[src/hdl/qfir_pkg.sv]
// Shared types, constants and helpers for the Q15 FIR filter.
// No dependencies; used by the interfaces and every module of the block.
package qfir_pkg;

  localparam int MAX_TAPS = 64;
  localparam int ADDR_W   = $clog2(MAX_TAPS);
  localparam int CNT_W    = $clog2(MAX_TAPS + 1);

  typedef logic [ADDR_W-1:0]  addr_t;
  typedef logic [CNT_W-1:0]   cnt_t;
  typedef logic signed [15:0] sample_t;
  typedef logic signed [31:0] acc_t;
  typedef logic [6:0]         tap_cfg_t;
  typedef logic [5:0]         coef_idx_t;

  // Input word kinds
  localparam logic MODE_SAMPLE = 1'b0;
  localparam logic MODE_COEF   = 1'b1;

  localparam tap_cfg_t TAP_COUNT_RST = 7'd64;
  localparam acc_t     ACC_INIT      = 32'sh0000_4000;
  localparam acc_t     ACC_MAX       = 32'sh7FFF_FFFF;
  localparam acc_t     ACC_MIN       = 32'sh8000_0000;

  // Control that travels with each tap through the datapath
  typedef struct packed {
    logic vld;
    logic first;
    logic last;
  } mac_ctl_t;

  // Clamp the configured tap count to 1..MAX_TAPS
  function automatic cnt_t eff_taps(input tap_cfg_t t);
    cnt_t n;
    if (t == '0) begin
      n = cnt_t'(1);
    end else if (int'(t) > MAX_TAPS) begin
      n = cnt_t'(MAX_TAPS);
    end else begin
      n = cnt_t'(t);
    end
    return n;
  endfunction

endpackage

[src/hdl/qfir_if.sv]
// Valid/ready channel interfaces for the Q15 FIR filter: input, result, config.
// Depends on qfir_pkg.
interface qfir_in_if;
  import qfir_pkg::*;
  logic      valid;
  logic      ready;
  logic      mode;
  coef_idx_t coef_index;
  sample_t   value;
  modport source(output valid, mode, coef_index, value, input ready);
  modport sink(input valid, mode, coef_index, value, output ready);
endinterface

interface qfir_out_if;
  import qfir_pkg::*;
  logic    valid;
  logic    ready;
  sample_t filtered;
  modport source(output valid, filtered, input ready);
  modport sink(input valid, filtered, output ready);
endinterface

interface qfir_cfg_if;
  import qfir_pkg::*;
  logic     valid;
  logic     ready;
  tap_cfg_t tap_count;
  modport source(output valid, tap_count, input ready);
  modport sink(input valid, tap_count, output ready);
endinterface

[src/hdl/q15_fir_filter.sv]
// Q15 direct-form FIR filter, one multiply-accumulate per cycle from tap memories.
// A sample holds the input off until its result is in the output register;
// if the output stalls, the result waits until the register is free.
// A coefficient word does not hold the input off. The tap loop over the memories sets the rate.
// Synchronous reset: tap count returns to 64, delay line and coefficients read as zero.
module q15_fir_filter (
  input  logic        clk,
  input  logic        rst_n,
  qfir_cfg_if.sink    cfg_ch,
  qfir_in_if.sink     in_ch,
  qfir_out_if.source  out_ch
);
  import qfir_pkg::*;

  typedef enum logic [1:0] {
    ST_IDLE,
    ST_RUN,
    ST_DRAIN,
    ST_WAIT_OUT
  } state_t;

  state_t   state_r;
  tap_cfg_t tap_count_r;
  cnt_t     n_r;
  addr_t    iss_r;
  logic     out_valid_r;
  sample_t  filtered_r;

  logic     in_acc;
  logic     smp_acc;
  logic     coef_we;
  logic     last_iss;
  logic     out_free;
  logic     out_load;
  mac_ctl_t rd_ctl;
  mac_ctl_t tap_ctl;
  sample_t  tap_sample;
  sample_t  tap_coef;
  logic     mac_done;
  sample_t  mac_result;

  assign cfg_ch.ready    = 1'b1;
  assign in_ch.ready     = (state_r == ST_IDLE);
  assign out_ch.valid    = out_valid_r;
  assign out_ch.filtered = filtered_r;

  assign in_acc   = in_ch.valid && in_ch.ready;
  assign smp_acc  = in_acc && (in_ch.mode == MODE_SAMPLE);
  assign coef_we  = in_acc && (in_ch.mode == MODE_COEF)
                    && (int'(in_ch.coef_index) < MAX_TAPS);
  assign last_iss = (cnt_t'(iss_r) + cnt_t'(1)) == n_r;
  assign out_free = !out_valid_r || out_ch.ready;
  // Result moves into the output register once the register is free
  assign out_load = out_free
                    && ((state_r == ST_WAIT_OUT) || ((state_r == ST_DRAIN) && mac_done));

  // Tap read issue
  assign rd_ctl.vld   = (state_r == ST_RUN);
  assign rd_ctl.first = (iss_r == '0);
  assign rd_ctl.last  = last_iss;

  // Config register
  always_ff @(posedge clk) begin
    if (!rst_n) begin
      tap_count_r <= TAP_COUNT_RST;
    end else if (cfg_ch.valid && cfg_ch.ready) begin
      tap_count_r <= cfg_ch.tap_count;
    end
  end

  // Sequencer and output register
  always_ff @(posedge clk) begin
    if (!rst_n) begin
      state_r     <= ST_IDLE;
      out_valid_r <= 1'b0;
      iss_r       <= '0;
      n_r         <= cnt_t'(1);
    end else begin
      if (out_load) begin
        out_valid_r <= 1'b1;
        filtered_r  <= mac_result;
      end else if (out_valid_r && out_ch.ready) begin
        out_valid_r <= 1'b0;
      end
      unique case (state_r)
        ST_IDLE: begin
          if (smp_acc) begin
            n_r     <= eff_taps(tap_count_r);
            iss_r   <= '0;
            state_r <= ST_RUN;
          end
        end
        ST_RUN: begin
          if (last_iss) begin
            state_r <= ST_DRAIN;
          end else begin
            iss_r <= iss_r + addr_t'(1);
          end
        end
        ST_DRAIN: begin
          if (mac_done) begin
            if (out_free) begin
              state_r <= ST_IDLE;
            end else begin
              state_r <= ST_WAIT_OUT;
            end
          end
        end
        ST_WAIT_OUT: begin
          if (out_free) begin
            state_r <= ST_IDLE;
          end
        end
        default: begin
          state_r <= ST_IDLE;
        end
      endcase
    end
  end

  qfir_tap_mem u_tap_mem (
    .clk         (clk),
    .rst_n       (rst_n),
    .coef_we     (coef_we),
    .coef_addr   (addr_t'(in_ch.coef_index)),
    .coef_data   (in_ch.value),
    .load_sample (smp_acc),
    .sample_data (in_ch.value),
    .rd_ctl      (rd_ctl),
    .rd_addr     (iss_r),
    .tap_ctl     (tap_ctl),
    .tap_sample  (tap_sample),
    .tap_coef    (tap_coef)
  );

  qfir_mac u_mac (
    .clk        (clk),
    .rst_n      (rst_n),
    .tap_ctl    (tap_ctl),
    .tap_sample (tap_sample),
    .tap_coef   (tap_coef),
    .done       (mac_done),
    .result     (mac_result)
  );

endmodule

[src/hdl/qfir_tap_mem.sv]
// Delay-line and coefficient memories with the shift-on-read write-back path.
// Depends on qfir_pkg.
module qfir_tap_mem (
  input  logic              clk,
  input  logic              rst_n,
  input  logic              coef_we,
  input  qfir_pkg::addr_t   coef_addr,
  input  qfir_pkg::sample_t coef_data,
  input  logic              load_sample,
  input  qfir_pkg::sample_t sample_data,
  input  qfir_pkg::mac_ctl_t rd_ctl,
  input  qfir_pkg::addr_t   rd_addr,
  output qfir_pkg::mac_ctl_t tap_ctl,
  output qfir_pkg::sample_t tap_sample,
  output qfir_pkg::sample_t tap_coef
);
  import qfir_pkg::*;

  sample_t dl_mem [MAX_TAPS];
  sample_t cf_mem [MAX_TAPS];
  logic [MAX_TAPS-1:0] dl_vld_r;
  logic [MAX_TAPS-1:0] cf_vld_r;

  sample_t  dl_q_r;
  sample_t  cf_q_r;
  logic     dl_ok_r;
  logic     cf_ok_r;
  mac_ctl_t s1_ctl_r;
  addr_t    s1_addr_r;
  sample_t  carry_r;
  sample_t  dl_old;

  // Entries never written read as zero
  assign dl_old     = dl_ok_r ? dl_q_r : '0;
  assign tap_coef   = cf_ok_r ? cf_q_r : '0;
  assign tap_sample = carry_r;
  assign tap_ctl    = s1_ctl_r;

  // Registered reads; read address is always one ahead of the write address,
  // so a read and a write never hit the same entry in one cycle
  always_ff @(posedge clk) begin
    if (rd_ctl.vld) begin
      dl_q_r <= dl_mem[rd_addr];
      cf_q_r <= cf_mem[rd_addr];
    end
  end

  // Write ports: shifted delay value back to tap k, coefficient loads
  always_ff @(posedge clk) begin
    if (s1_ctl_r.vld) begin
      dl_mem[s1_addr_r] <= carry_r;
    end
    if (coef_we) begin
      cf_mem[coef_addr] <= coef_data;
    end
  end

  // Valid bits and read-stage control
  always_ff @(posedge clk) begin
    if (!rst_n) begin
      dl_vld_r <= '0;
      cf_vld_r <= '0;
      s1_ctl_r <= '0;
      dl_ok_r  <= 1'b0;
      cf_ok_r  <= 1'b0;
    end else begin
      s1_ctl_r <= rd_ctl;
      if (rd_ctl.vld) begin
        dl_ok_r <= dl_vld_r[rd_addr];
        cf_ok_r <= cf_vld_r[rd_addr];
      end
      if (s1_ctl_r.vld) begin
        dl_vld_r[s1_addr_r] <= 1'b1;
      end
      if (coef_we) begin
        cf_vld_r[coef_addr] <= 1'b1;
      end
    end
  end

  // Carry holds the value that moves into the current tap
  always_ff @(posedge clk) begin
    s1_addr_r <= rd_addr;
    if (load_sample) begin
      carry_r <= sample_data;
    end else if (s1_ctl_r.vld) begin
      carry_r <= dl_old;
    end
  end

endmodule

[src/hdl/qfir_mac.sv]
// Multiply-accumulate unit: registered 16x16 product, saturating 32-bit sum.
// Depends on qfir_pkg.
module qfir_mac (
  input  logic               clk,
  input  logic               rst_n,
  input  qfir_pkg::mac_ctl_t tap_ctl,
  input  qfir_pkg::sample_t  tap_sample,
  input  qfir_pkg::sample_t  tap_coef,
  output logic               done,
  output qfir_pkg::sample_t  result
);
  import qfir_pkg::*;

  mac_ctl_t            ctl_a_r;
  acc_t                prod_r;
  acc_t                prod_nxt;
  acc_t                acc_r;
  acc_t                acc_base;
  acc_t                acc_nxt;
  logic signed [32:0]  sum;
  logic                done_r;

  assign prod_nxt = tap_sample * tap_coef;
  assign acc_base = ctl_a_r.first ? ACC_INIT : acc_r;
  assign sum      = {acc_base[31], acc_base} + {prod_r[31], prod_r};

  // Saturate when the 33-bit sum leaves the 32-bit range
  always_comb begin
    if (sum[32] == sum[31]) begin
      acc_nxt = sum[31:0];
    end else if (sum[32]) begin
      acc_nxt = ACC_MIN;
    end else begin
      acc_nxt = ACC_MAX;
    end
  end

  // Control pipeline
  always_ff @(posedge clk) begin
    if (!rst_n) begin
      ctl_a_r <= '0;
      done_r  <= 1'b0;
    end else begin
      ctl_a_r <= tap_ctl;
      done_r  <= ctl_a_r.vld && ctl_a_r.last;
    end
  end

  // Product and accumulator
  always_ff @(posedge clk) begin
    prod_r <= prod_nxt;
    if (ctl_a_r.vld) begin
      acc_r <= acc_nxt;
    end
  end

  assign done   = done_r;
  assign result = acc_r[30:15];

endmodule

[src/flat_wrapper.sv]
// flat-port wrapper written by rule: the top's interface ports become plain ports
module q15_fir_filter_flat import qfir_pkg::*;
  (clk, rst_n, cfg_ch_valid, cfg_ch_tap_count, cfg_ch_ready, in_ch_valid, in_ch_mode, in_ch_coef_index, in_ch_value, in_ch_ready, out_ch_valid, out_ch_filtered, out_ch_ready);
  qfir_cfg_if cfg_ch_i ();
  qfir_in_if in_ch_i ();
  qfir_out_if out_ch_i ();
  input  logic clk;
  input  logic rst_n;
  input wire logic [$bits(cfg_ch_i.valid)-1:0] cfg_ch_valid;
  input wire logic [$bits(cfg_ch_i.tap_count)-1:0] cfg_ch_tap_count;
  output wire logic [$bits(cfg_ch_i.ready)-1:0] cfg_ch_ready;
  input wire logic [$bits(in_ch_i.valid)-1:0] in_ch_valid;
  input wire logic [$bits(in_ch_i.mode)-1:0] in_ch_mode;
  input wire logic [$bits(in_ch_i.coef_index)-1:0] in_ch_coef_index;
  input wire logic [$bits(in_ch_i.value)-1:0] in_ch_value;
  output wire logic [$bits(in_ch_i.ready)-1:0] in_ch_ready;
  output wire logic [$bits(out_ch_i.valid)-1:0] out_ch_valid;
  output wire logic [$bits(out_ch_i.filtered)-1:0] out_ch_filtered;
  input wire logic [$bits(out_ch_i.ready)-1:0] out_ch_ready;
  assign cfg_ch_i.valid = cfg_ch_valid;
  assign cfg_ch_i.tap_count = cfg_ch_tap_count;
  assign cfg_ch_ready = cfg_ch_i.ready;
  assign in_ch_i.valid = in_ch_valid;
  assign in_ch_i.mode = in_ch_mode;
  assign in_ch_i.coef_index = in_ch_coef_index;
  assign in_ch_i.value = in_ch_value;
  assign in_ch_ready = in_ch_i.ready;
  assign out_ch_valid = out_ch_i.valid;
  assign out_ch_filtered = out_ch_i.filtered;
  assign out_ch_i.ready = out_ch_ready;
  q15_fir_filter u_core (.clk(clk), .rst_n(rst_n), .cfg_ch(cfg_ch_i), .in_ch(in_ch_i), .out_ch(out_ch_i));
endmodule
[config.mk]
export PLATFORM = sky130hd
export DESIGN_NAME = q15_fir_filter_flat
export DESIGN_NICKNAME = d
export VERILOG_FILES = /design/src/hdl/qfir_pkg.sv /design/src/hdl/qfir_if.sv /design/src/hdl/q15_fir_filter.sv /design/src/hdl/qfir_tap_mem.sv /design/src/hdl/qfir_mac.sv /design/src/flat_wrapper.sv
export SDC_FILE = /design/constraint.sdc
export NUM_CORES = 2
export LEC_CHECK = 0
export BUFFER_PORTS_ARGS = -buffer_cell sky130_fd_sc_hd__buf_2
export CAP_MARGIN = 25
export CORE_ASPECT_RATIO = 1.2
export CORE_MARGIN = 5
export CORE_UTILIZATION = 45
export CTS_BUF_LIST = sky130_fd_sc_hd__clkbuf_8
export CTS_CLUSTER_DIAMETER = 80
export DETAILED_ROUTE_END_ITERATION = 10
export MAX_ROUTING_LAYER = met4
export PLACE_DENSITY = 0.66
export SLEW_MARGIN = 20
export SYNTH_ARGS = -nofsm -noshare
export SYNTH_HDL_FRONTEND = slang
export SYNTH_SLANG_ARGS = --single-unit
[constraint.sdc]
create_clock -name clk -period 8.4 [get_ports clk]
set_input_delay 0.42 -clock clk [delete_from_list [all_inputs] [get_ports clk]]
set_output_delay 0.42 -clock clk [all_outputs]
set_load 0.01 [all_outputs]
==> out/metrics.yaml <==
drtIter0Drc: 5534
worst_clock_skew_ns: 0.08255
finalInstanceArea_um2: 112600
htreeDepth: 5
synth_top_family_by_area: "multiplexers"
p_leak_nw: 37.87
drive_gt1_frac: 0.2459
cts_resized: 0
portBuffers: 52
nets: 6153
coreArea_um2: 222800
multi_input_area_um2: 29840
hpwl_um: 150800
cts_buffers: 381
synth_top_area_share: 0.6404
dp_slack_ns: 1.036
r2r-end: "u_core.u_mac.prod_r[31]"
antenna_found_initial: 17
postSynthCellCount: 5336
p_sw_mw: 4.873
synth_ff_type: "edfxtp_1"
cts_hold_buf: 31
fin_crit_sh: 0.8859
worstPathMaxFanout: 94
clk_pin_slew_ns: 0.06
grt_pass1_wl_um: 364900
setup_viol: 0
synth.distinct_cells: 74
synth_compound_area_frac: 0.03103
dieHeight_um: 527.8
grt_overflow: 0
critPathCapture: "u_core.u_mac.prod_r[31]"
status: "finished, final reports clean"
drv_slew: 0
row_count: 190
avgViaCountPerCell: 5.767
final-seq-area_um2: 68370
grt_pass1_vias: 54300
rsz0062_at_grt: "false"
fin_tns_setup_ns: 0
die_w_um: 441.5
fmax_mhz: 134.4
final_hold_viol_count: 0
crit_start: "u_core.u_tap_mem.cf_ok_r"
crit_type: "flip-flop to flip-flop"
yosys-top-cells-area: "edfxtp_1, mux4_2, fa_1"
placed_cell_area_um2: 105200
crit_path_end_kind: "flip-flop"
cts_tree: "done"
fillers: 17960
areaGrowthSynthToFinish_pct: 11.97
relSlewSlack: 0.2976
yosysWarnings: 0
dr.pass1.iters: 6
place_congestion: 0.8479
power_frac_seq: 0.568
synth_top_cell_by_area: "edfxtp_1"
syn_area_um2: 100500
avgSynthCellArea_um2: 18.84
initial_utilization: 0.4513
reg2reg_from: "u_core.u_tap_mem.cf_ok_r"
routedWlPerCell_um: 27.59
cts-root-buf: "clkbuf_8"
ios: 54
synthTopCellsByCount: "edfxtp_1, mux4_2, inv_1"
tightest_slew_ns: 1.054
swShare: 0.2156
grtUsageTotal: 0.2202
power.density_nw_per_um2: 200.8
required_ns: 9.34
min_period_ns: 7.442
syn-num-nets: 5750
synthAdderAreaFrac: 0.06751
postLayoutSetupSlackWorst_ns: 0.9584
synth-edff-count: 2144
hold_slack_ns: 0.09180
die_area_um2: 233000
post_cts_buffers: 0
clockBufferDepth: 4
wl_um: 248800
ys_seq_elements: 2342
via_count: 51990
cts_sinks: 2342
remaining_drc_errors: 0
hp-class: "primary input to flip-flop"
start_kind: "flip-flop"
worstSkewPairLatency_ns: 1.06
ant_nets: 0
p_int_mw: 17.73
synth-simple-area-share: 0.03576
reg2reg_slack_ns: 0.96
grt_max_degree: 119
rr_worst_depth: 20
ys_seq_area_frac: 0.6798
irDropWorstVdd_mv: 0.1867
synth_most_common_cell: "edfxtp_1"
ys_async_sr_fraction: 0
max_cap_violations: 0
arrival_ns: 8.38
pwr-share-comb: 0.031
power_frac_clock: 0.401
synth_xor_area_frac: 0.005837
synthMuxAreaShare: 0.1550
==> sequential cells by signal (all words and copies together) (netlist names), 6 cells and up <==
name                         cells
u_core.u_mac.acc_r              32
u_core.tap_count_r               7
u_core.u_tap_mem.cf_vld_r       64
u_core.u_tap_mem.dl_vld_r       64
u_core.u_mac.prod_r             32
u_core.u_tap_mem.cf_mem       1024
u_core.n_r                       7
u_core.out_ch.filtered          16
u_core.iss_r                     6
u_core.u_tap_mem.tap_sample     16
u_core.u_tap_mem.dl_q_r         16
u_core.u_tap_mem.dl_mem       1024
u_core.u_tap_mem.s1_addr_r       6
u_core.u_tap_mem.cf_q_r         16
==> area by class of cell <==
class / instances / share of cell area
tap: 2976 / 0.03308
antenna: 12 / 0.0002668
timing repair buffer: 300 / 0.02160
clock buffer: 409 / 0.05001
multi-input combinational: 2382 / 0.2650
clock inverter: 263 / 0.01158
inverter: 332 / 0.01109
sequential: 2342 / 0.6073
==> cell families (layout without fill, tap and decap cells) <==
group / Yosys count / count (layout)
buffers and inverters: 612 / 1304
other: 1 / 13
AND/OR/NAND/NOR: 739 / 739
flip-flops: 2342 / 2342
adder cells (fa/ha/maj): 386 / 386
AO/OA/AOI/OAI: 445 / 445
XOR/XNOR: 67 / 67
multiplexers: 744 / 744
==> how the worst min path moves through the flow <==
| stage | cells after the start | end | start | slack, ns |
|---|---|---|---|---|
| 2_1_floorplan | 0 | u_core.u_tap_mem.s1_addr_r[3] | u_core.iss_r[3] | 0.33 |
| 3_3_place_gp | 1 | u_core.u_mac.ctl_a_r[0] | u_core.u_tap_mem.tap_ctl[0] | 0.42 |
| 3_5_place_dp | 1 | u_core.u_mac.ctl_a_r[0] | u_core.u_tap_mem.tap_ctl[0] | 0.42 |
| 4_1_cts | 2 | u_core.u_tap_mem.cf_mem[9][14] | in_ch_value[14] | 0.009 |
| 5_1_grt | 2 | u_core.u_tap_mem.cf_mem[9][14] | in_ch_value[14] | 0.05 |
| 6_report | 2 | u_core.u_tap_mem.cf_mem[23][12] | in_ch_value[12] | 0.09 |
==> metrics by stage <==
step | instances | utilization | total power, mW
3_3_place_gp | 8292 | 0.4720 | 13.75
5_1_grt | 9013 | 0.5053 | 23.44
4_1_cts | 9000 | 0.5049 | 22.81
2_1_floorplan | 5336 | - | 13.45
3_5_place_dp | 8297 | 0.4724 | 13.78
6_report | 9016 | 0.5054 | 22.61
==> critical path: stages, from the launching register on <==
cell,delay [ns]
dfxtp_4,0.79
nand2_1,0.59
or2_2,0.46
fa_1,0.45
fa_1,0.49
inv_1,0.05
fa_1,0.50
fa_1,0.43
fa_1,0.50
inv_1,0.05
fa_1,0.48
inv_1,0.04
ha_1,0.35
and4_1,0.26
and2_1,0.15
a22o_1,0.21
o311ai_0,0.68
o211a_1,0.31
nor3_1,0.10
or3_1,0.37
nand3_1,0.08
==> power groups by stage <==
stage | combinational [mW] | clock, mW | sequential (mW)
after floorplan | 0.355 | 0 | 13.1
after global routing | 0.747 | 9.85 | 12.8
after detailed placement | 0.688 | 0 | 13.1
after CTS | 0.702 | 9.27 | 12.8
final | 0.701 | 9.06 | 12.8
after global placement | 0.669 | 0 | 13.1
==> placed cells by master (no fill, tap or decap), types with 19 or more instances in the layout <==
master,count
o21ai_0,39
o21a_1,139
clkinv_2,40
inv_1,470
nor2b_1,56
ha_1,116
edfxtp_1,2144
a21o_1,27
xor2_1,20
o22ai_1,19
nand2_1,202
nor2_2,56
mux2i_1,94
dfxtp_1,192
nand3_1,47
and3_1,132
xnor2_1,47
nor2_1,146
clkbuf_8,409
buf_2,49
buf_4,199
a21oi_1,92
fa_1,263
dlygate4sd3_1,33
clkinv_1,63
and2_1,22
mux4_2,650
o221ai_1,36
==> metal layers <==
metal / GRT usage / share of wire
met1: 0.2819 / 0.39
met2: 0.3617 / 0.51
met3: 0.03817 / 0.069
met4: 0.07030 / 0.033
met5: - / 0
Note: power is estimated with default switching activity, not from simulation.
